==> config.mk <==
export PLATFORM = sky130hd
export DESIGN_NAME = pse_ctrl
export DESIGN_NICKNAME = d
export VERILOG_FILES = /design/src/design/pse_pkg.sv /design/src/design/pse_ctrl.sv
export SDC_FILE = /design/constraint.sdc
export NUM_CORES = 1
export LEC_CHECK = 0
export BUFFER_PORTS_ARGS = -buffer_cell sky130_fd_sc_hd__buf_2
export CORE_UTILIZATION = 30
export DETAILED_ROUTE_END_ITERATION = 10
export GPL_TIMING_DRIVEN = 0
export PLACE_DENSITY = 0.54
export SYNTH_ARGS = -nofsm -noshare
export SYNTH_HDL_FRONTEND = slang
export SYNTH_SLANG_ARGS = --single-unit
==> constraint.sdc <==
create_clock -name clock -period 2.4 [get_ports clock]
set_input_delay 0.6 -clock clock [delete_from_list [all_inputs] [get_ports clock]]
set_output_delay 0.6 -clock clock [all_outputs]
set_load 0.01 [all_outputs]
==> src/design/pse_pkg.sv <==
package pse_pkg;

   localparam int PHASE_COUNT_DEF = 7;
   localparam int SLOTS = 8;

   localparam logic [7:0] SYNC_BYTE   = 8'hFF;
   localparam logic [7:0] MARK_END    = 8'hA0;
   localparam logic [7:0] MARK_BASE   = 8'hA0;
   localparam logic [7:0] MARK_LOWNIB = 8'h0F;

   localparam logic [2:0] KIND_SAMPLE = 3'd0;
   localparam logic [2:0] KIND_SYNC   = 3'd1;
   localparam logic [2:0] KIND_START  = 3'd2;
   localparam logic [2:0] KIND_PHASE  = 3'd3;
   localparam logic [2:0] KIND_IDLE   = 3'd4;

   localparam logic [47:0] MAX48 = 48'hFFFF_FFFF_FFFF;
   localparam logic [62:0] MAX63 = {63{1'b1}};
   localparam logic [31:0] MAX32 = 32'hFFFF_FFFF;
   localparam logic [14:0] MAX15 = 15'h7FFF;

   typedef struct packed {
      logic        func;
      logic [15:0] current_raw;
      logic [14:0] bus_voltage_mv;
      logic [31:0] time_us;
      logic [7:0]  marker_byte;
   } req_type;

   typedef struct packed {
      logic [2:0]  kind;
      logic [2:0]  phase;
      logic [31:0] cycle;
      logic [14:0] current;
      logic [14:0] average;
      logic [14:0] peak;
      logic [31:0] duration_us;
      logic [62:0] energy;
      logic        has_samples;
      logic        last;
   } rsp_type;

   // controller to datapath
   typedef struct packed {
      logic       load;        // capture request
      logic       mul1;        // first product stage
      logic       mul2;        // second product stage
      logic       sample_upd;  // update slot with sample
      logic       marker_upd;  // apply phase marker
      logic       sync_set;
      logic       end_prep;    // close cycle bookkeeping
      logic       div_start;
      logic       div_step;
      logic       emit_simple; // form one-result record
      logic [2:0] simple_kind;
      logic       emit_summary;
      logic [2:0] sum_slot;
      logic       sum_last;
      logic       clear;
   } ctl_type;

   // datapath to controller
   typedef struct packed {
      logic       func;
      logic [7:0] mark;
      logic       sync_seen;
      logic       cycle_open;
   } sts_type;

endpackage

==> src/design/pse_ctrl.sv <==
module pse_ctrl #(
   parameter int PHASE_COUNT = pse_pkg::PHASE_COUNT_DEF
) (
   input  logic             clock,
   input  logic             reset,
   input  logic             req_valid,
   output logic             req_ready,
   output logic             rsp_valid,
   input  logic             rsp_ready,
   input  pse_pkg::sts_type sts,
   output pse_pkg::ctl_type ctl
);
   localparam logic [3:0] S_IDLE = 4'd0, S_DEC = 4'd1, S_MUL1 = 4'd2, S_MUL2 = 4'd3,
      S_UPD = 4'd4, S_EMIT = 4'd5, S_OUT = 4'd6, S_DSTART = 4'd7, S_DIV = 4'd8,
      S_SUM = 4'd9, S_SOUT = 4'd10, S_CLR = 4'd11;

   logic [3:0] st_ff, st_in;
   logic [5:0] cnt_ff, cnt_in;
   logic [2:0] slot_ff, slot_in;
   logic       last_ff, last_in;
   logic [2:0] kind_ff, kind_in;
   logic       mk_phase;

   assign mk_phase = (sts.mark > pse_pkg::MARK_BASE)
      && ({24'd0, sts.mark} <= 32'(pse_pkg::MARK_BASE) + 32'(PHASE_COUNT));
   assign req_ready = (st_ff == S_IDLE);
   assign rsp_valid = (st_ff == S_OUT) || (st_ff == S_SOUT);

   always_comb begin
      st_in = st_ff; cnt_in = cnt_ff; slot_in = slot_ff;
      last_in = last_ff; kind_in = kind_ff;
      ctl = '0;
      ctl.simple_kind = kind_ff;
      ctl.sum_slot = slot_ff;
      ctl.sum_last = last_ff;
      case (st_ff)
         S_IDLE: if (req_valid) begin ctl.load = 1'b1; st_in = S_DEC; end
         S_DEC: begin
            st_in = S_IDLE;
            if (!sts.func) st_in = S_MUL1;
            else if (sts.mark == pse_pkg::SYNC_BYTE) begin
               if (!sts.sync_seen) begin
                  ctl.sync_set = 1'b1; kind_in = pse_pkg::KIND_SYNC; st_in = S_EMIT;
               end
            end else if (sts.mark == pse_pkg::MARK_END) begin
               ctl.end_prep = 1'b1;
               slot_in = (PHASE_COUNT >= 1) ? 3'd1 : 3'd0;
               last_in = 1'b0;
               st_in = S_DSTART;
            end else if (mk_phase) begin
               ctl.marker_upd = 1'b1;
               if ((sts.mark & pse_pkg::MARK_LOWNIB) == 8'd1) begin
                  kind_in = pse_pkg::KIND_START; st_in = S_EMIT;
               end
            end
         end
         S_MUL1: begin ctl.mul1 = 1'b1; st_in = S_MUL2; end
         S_MUL2: begin ctl.mul2 = 1'b1; st_in = S_UPD; end
         S_UPD: begin ctl.sample_upd = 1'b1; kind_in = pse_pkg::KIND_SAMPLE; st_in = S_EMIT; end
         S_EMIT: begin ctl.emit_simple = 1'b1; st_in = S_OUT; end
         S_OUT: if (rsp_ready) st_in = S_IDLE;
         S_DSTART: begin ctl.div_start = 1'b1; cnt_in = 6'd48; st_in = S_DIV; end
         S_DIV: begin
            ctl.div_step = 1'b1;
            cnt_in = cnt_ff - 6'd1;
            if (cnt_ff == 6'd1) st_in = S_SUM;
         end
         S_SUM: begin ctl.emit_summary = 1'b1; st_in = S_SOUT; end
         S_SOUT: if (rsp_ready) begin
            if (last_ff) st_in = S_CLR;
            else begin
               if (32'(slot_ff) >= 32'(PHASE_COUNT)) begin
                  slot_in = 3'd0; last_in = 1'b1;
               end else slot_in = slot_ff + 3'd1;
               st_in = S_DSTART;
            end
         end
         S_CLR: begin ctl.clear = 1'b1; st_in = S_IDLE; end
         default: st_in = S_IDLE;
      endcase
   end

   always_ff @(posedge clock) begin
      if (reset) begin
         st_ff <= S_IDLE; cnt_ff <= '0; slot_ff <= '0; last_ff <= 1'b0; kind_ff <= '0;
      end else begin
         st_ff <= st_in; cnt_ff <= cnt_in; slot_ff <= slot_in;
         last_ff <= last_in; kind_ff <= kind_in;
      end
   end
endmodule

==> results of run 1 <==
## metal layers
metal	share of wire	vias up
met3	0.051	5
met2	0.50	35
met1	0.44	603
met4	0.0098	0
li1	-	626
met5	0	-
## area by class of cell
cell class | count | area (µm²)
inverters | 8 | 30.0
clock buffers | 4 | 55.1
plain buffers | 9 | 51.3
multi-input cells | 122 | 776
repair buffers | 32 | 160
flip-flops and latches | 16 | 320
fillers | 399 | 2240
well taps | 48 | 60.1
## per-stage QoR
stage	setup WS [ns]	cells	util	hold WS, ns	power, µW
3_5_place_dp	0.0430	235	0.373	0.476	363
2_1_floorplan	0.289	155	-	0.444	331
4_1_cts	0.0357	239	0.390	0.488	609
6_report	0.0861	239	0.394	0.488	612
5_1_grt	0.00400	239	0.394	0.516	635
3_3_place_gp	0.0869	235	0.373	0.463	361
## worst paths after layout
check,slack [ns],cells after the start,from,end
max,0.09,5,sts[6],ctl[12]
max reg2reg,0.47,6,st_ff[1],kind_ff[1]
min reg2reg,0.49,2,kind_ff[0],kind_ff[0]
min,0.49,2,kind_ff[0],kind_ff[0]
## tightest hold or removal path: stages, from the launching register on
cell      delay, ns
dfxtp_1        0.32
nand2b_1       0.07
mux2i_1        0.06
## what timing repair did
item | in CTS | in global routing
hold buffers | 0 | 0
gates resized for setup | 1 | 2
endpoints found under the setup margin | 2 | 2
## flip-flops by register name (all words and copies together), names as in the netlist
signal / cells
cnt_ff: 6
st_ff: 4
slot_ff: 3
kind_ff: 2
last_ff: 1
## cells by family after synthesis
family	count (synthesis)
other	1
multiplexers	3
flip-flops	16
AND/OR/NAND/NOR	77
adder cells (fa/ha/maj)	4
XOR/XNOR	1
buffers and inverters	17
AO/OA/AOI/OAI	36
## cell usage in the layout, fill, tap and decap left out, types with 3 or more instances in the layout
master    Yosys  routed
inv_1         6       6
ha_1          4       4
nor2b_1       3       3
clkbuf_8      0       4
a21oi_1      14      14
clkbuf_1      4       4
nor4_1        5       4
nand3_1       4       4
o21ai_0       7       7
nor3_1       10      10
a31oi_1       3       3
nand2b_1      6       6
nor2_1       20      20
buf_2         2      34
nand2_1      12      12
dfxtp_1      16      16
## power breakdown
part           leakage [µW]  switching, µW  internal (µW)
logic              0.000446           52.4           37.6
registers          0.000129           2.53            268
clock network     0.0000288            105            146
total              0.000604            160            452
==> flow_summary.json, run 1 <==
{
  "cts_tree": "yes",
  "drt_wl_total_um": 3050,
  "drt_iter0_drc": 21,
  "yosys.area_share.xor_xnor": 0.00758,
  "synth-compound-area-share": 0.195,
  "dr.pass1.iters": 4,
  "worstPathMaxFanout": 3,
  "cpMostUsedCell": "buf_2",
  "cp-start-kind": "input pin",
  "synthesis.nets": 174,
  "synthSimpleGateAreaFrac": 0.377,
  "grt_pass1_vias": 1171,
  "required_ns": 1.80,
  "cts_setup_buffers": 0,
  "grt_pass1_wl_um": 4970,
  "grt_start_max_net_pins": 11,
  "synth_mux_area_frac": 0.0271,
  "finalSetupViolCount": 0,
  "crit_family": "simple AND/OR/NAND/NOR gates",
  "grtUsageTotal": 0.151,
  "die_h_um": 64.1,
  "endpoint_kind": "output pin",
  "crit_slowest_cell": "nor4bb_1",
  "num_vias": 1269,
  "ir_drop_mv": 0.193,
  "ys_seq_area_frac": 0.277,
  "synth_cell_types": 43,
  "dpl_cell_area_um2": 1380,
  "grtUsageMet1": 0.182,
  "cp.buffers_inverters": 2,
  "finClkSkew_ns": 0.00681,
  "syn_area_um2": 1160,
  "die_w_um": 64.1,
  "postRouteAntennaNets": 0,
  "synth_area_leaders": "dfxtp_1 (28%), nor2_1 (6.5%), a21oi_1 (6.1%), ha_1 (4.3%), nor3_1 (4.3%)",
  "synth_seq_cells": 16,
  "stdcell_area_um2": 1450,
  "busiest_layer": "met2",
  "htreeDepth": 1,
  "clkSlewWorstSetupHoldPaths_ns": 0.07,
  "port_buffers": 32,
  "hpwl_um": 2340,
  "worst_slew_pin_slew_ns": 0.647,
  "maxSlewHeadroom": 0.565,
  "fmax_mhz": 432,
  "clkLatencyLatePin_ns": 0.26,
  "clock-sinks": 16,
  "met3_usage": 0.0250,
  "wire_per_inst_um": 12.7,
  "cpPeakStageDelay_ns": 0.54,
  "finalSetupTns_ns": 0,
  "rsz0062_at_grt": "no",
  "insertedDiodeCount": 0,
  "synth_common_cells": "nor2_1 (20), dfxtp_1 (16), a21oi_1 (14)",
  "report.final.slew_viol_count": 0,
  "core_area_um2": 3690,
  "crit_chain": "buf_2 > nor4bb_1 > nand2_1 > nor2_1 > buf_2",
  "area_growth_pct": 25.6,
  "synth_top_area_frac": 0.277,
  "final_nets": 211,
  "p_leak_uw": 0.000604,
  "hold_path_class": "reg2reg",
  "drt-vias-per-instance": 5.31,
  "rows": 22,
  "critPathArrivalTime_ns": 1.71,
  "syn_inst": 155,
  "drive_gt1_frac": 0.277,
  "dieArea_um2": 4110,
  "synth_top_family_by_area": "simple AND/OR/NAND/NOR gates",
  "clk_path_buf_depth": 2,
  "hold_viol": 0,
  "cts_root_buf": "clkbuf_8",
  "synth-edff-count": 0,
  "worstSetupPathType": "in2out",
  "globalRouteOverflowTotal": 0,
  "io_pins": 36,
  "synth-main-ff-cell": "dfxtp_1",
  "route.detailed.drc": 0,
  "period_share": 0.964,
  "yosysMostFrequentCell": "nor2_1",
  "status": "complete, no violations",
  "met2_usage": 0.271,
  "async_flop_share": 0,
  "gp_congestion": 0.857,
  "initial_core_util": 0.313,
  "antenna_found_initial": 0,
  "ys_warn_count": 0,
  "syn_area_per_cell_um2": 7.46,
  "cellPowerDensity_nw_per_um2": 421,
  "synthAdderAreaFrac": 0.0433,
  "maxCapViolations": 0,
  "layout_min_cycle_time_ns": 2.31,
  "yosysTopAreaCell": "dfxtp_1",
  "numCtsBuffers": 3
}
(Power assumes the default switching activity.)
==> inputs of run 2 (changes only) <==
--- a/config.mk
+++ b/config.mk
@@ -6,10 +6,10 @@
 export NUM_CORES = 1
 export LEC_CHECK = 0
 export BUFFER_PORTS_ARGS = -buffer_cell sky130_fd_sc_hd__buf_2
-export CORE_UTILIZATION = 30
+export CORE_UTILIZATION = 50
 export DETAILED_ROUTE_END_ITERATION = 10
 export GPL_TIMING_DRIVEN = 0
-export PLACE_DENSITY = 0.54
+export PLACE_DENSITY = 0.8
 export SYNTH_ARGS = -nofsm -noshare
 export SYNTH_HDL_FRONTEND = slang
 export SYNTH_SLANG_ARGS = --single-unit
==> flow_summary.json, run 2 (synthesized netlist as in run 1, its figures left out) <==
{
  "port_buffers": 32,
  "postRouteAntennaNets": 0,
  "insertedDiodeCount": 0,
  "layout_min_cycle_time_ns": 2.26,
  "fmax_mhz": 442,
  "hpwl_um": 2140,
  "dpl_cell_area_um2": 1350,
  "grt_start_max_net_pins": 11,
  "grtUsageTotal": 0.241,
  "clkLatencyLatePin_ns": 0.30,
  "required_ns": 1.80,
  "reg_top3": "cnt_ff (6), st_ff (4), slot_ff (3)",
  "crit_family": "buffers and inverters",
  "gp_congestion": 0.834,
  "grt_pass1_vias": 1153,
  "cpPeakStageDelay_ns": 0.51,
  "period_share": 0.943,
  "final_nets": 212,
  "globalRouteOverflowTotal": 0,
  "regMostFlops": "cnt_ff",
  "route.detailed.drc": 2,
  "crit_chain": "clkbuf_1 > nand2b_1 > nor2b_1 > buf_2",
  "dieArea_um2": 2510,
  "die_h_um": 50.1,
  "layout_commonest_cell": "buf_2",
  "clkSlewWorstSetupHoldPaths_ns": 0.10,
  "endpoint_kind": "output pin",
  "rsz0062_at_grt": "no",
  "maxSlewHeadroom": 0.584,
  "fin_total_pwr_uw": 549,
  "ir_drop_mv": 0.333,
  "p_leak_uw": 0.000602,
  "hold_path_class": "reg2reg",
  "largest_register_ff_count": 6,
  "stdcell_area_um2": 1420,
  "cts_tree": "yes",
  "finalSetupViolCount": 0,
  "rows": 17,
  "core_area_um2": 2190,
  "finClkSkew_ns": 0.00835,
  "worstSetupPathType": "reg2out",
  "cp-start-kind": "flop",
  "drive_gt1_frac": 0.286,
  "hold_viol": 0,
  "finalSetupTns_ns": 0,
  "worst_slew_pin_slew_ns": 0.618,
  "drt-vias-per-instance": 5.68,
  "cts_root_buf": "clkbuf_4",
  "violations": "DRC",
  "die_w_um": 50.1,
  "htreeDepth": 1,
  "grt_pass1_wl_um": 4690,
  "clk_path_buf_depth": 2,
  "initial_core_util": 0.528,
  "final_cell_mix": "buf_2 (34), nor2_1 (20), dfxtp_1 (16), a21oi_1 (14), nand2_1 (12)",
  "maxCapViolations": 0,
  "critPathArrivalTime_ns": 1.66,
  "antenna_found_initial": 0,
  "clock-sinks": 16,
  "report.final.slew_viol_count": 0,
  "worstPathMaxFanout": 10,
  "numCtsBuffers": 3,
  "status": "finished with violations",
  "drt_iter0_drc": 42,
  "postLayoutCoreUtil": 0.649,
  "cp.buffers_inverters": 2,
  "io_pins": 36,
  "dr.pass1.iters": 7,
  "drt_wl_total_um": 2850,
  "wire_per_inst_um": 12.9,
  "cellPowerDensity_nw_per_um2": 386,
  "crit_slowest_cell": "dfxtp_1",
  "num_vias": 1249,
  "area_growth_pct": 23.1
}
run 2: changes by cell type in the layout (fill, tap and decap cells not counted):
cell	delta
nor4bb_1	-1
clkbuf_8	-3
nor4bb_2	+1
clkbuf_4	+3
buf_4	+1
run 2: final cells by class:
type | instances | area, µm²
multi-input combinational | 122 | 782
fill | 193 | 768
sequential | 16 | 320
timing repair buffer | 33 | 168
buffer | 9 | 51.3
clock buffer | 4 | 36.3
tap | 28 | 35.0
inverter | 8 | 30.0
run 2: where the power goes:
group	internal (µW)	total [µW]	switching [µW]
combinational	40.2	93.2	52.9
sequential	268	271	2.48
clock	92.6	185	92.4
run 2: final timing paths:
check	endpoint	slack [ns]	startpoint	depth (start not counted)
max	rsp_valid	0.14	st_ff[1]	4
min	cnt_ff[4]	0.50	cnt_ff[4]	1
max reg2reg	kind_ff[1]	0.49	st_ff[1]	6
min reg2reg	cnt_ff[4]	0.50	cnt_ff[4]	1
run 2: stage by stage:
stage | worst slack, ns | hold WS [ns] | cells
global route | 0.0177 | 0.516 | 220
CTS | 0.0327 | 0.500 | 219
floorplan | 0.289 | 0.444 | 155
detailed placement | 0.0340 | 0.485 | 215
global placement | 0.102 | 0.458 | 215
finish | 0.136 | 0.499 | 220
run 2: layer usage:
layer  vias to the layer above  global-route usage  part of all wire
met5                         -                   0                 0
met3                         5              0.0278             0.045
met4                         0               0.100             0.014
met2                        44               0.438              0.51
li1                        629                   -                 -
met1                       571               0.277              0.43
run 2: what timing repair did:
item	CTS	global route
buffers inserted	0	1
setup endpoints to repair	3	2
cloned	0	0
resized for setup	1	3
hold buffers	0	0
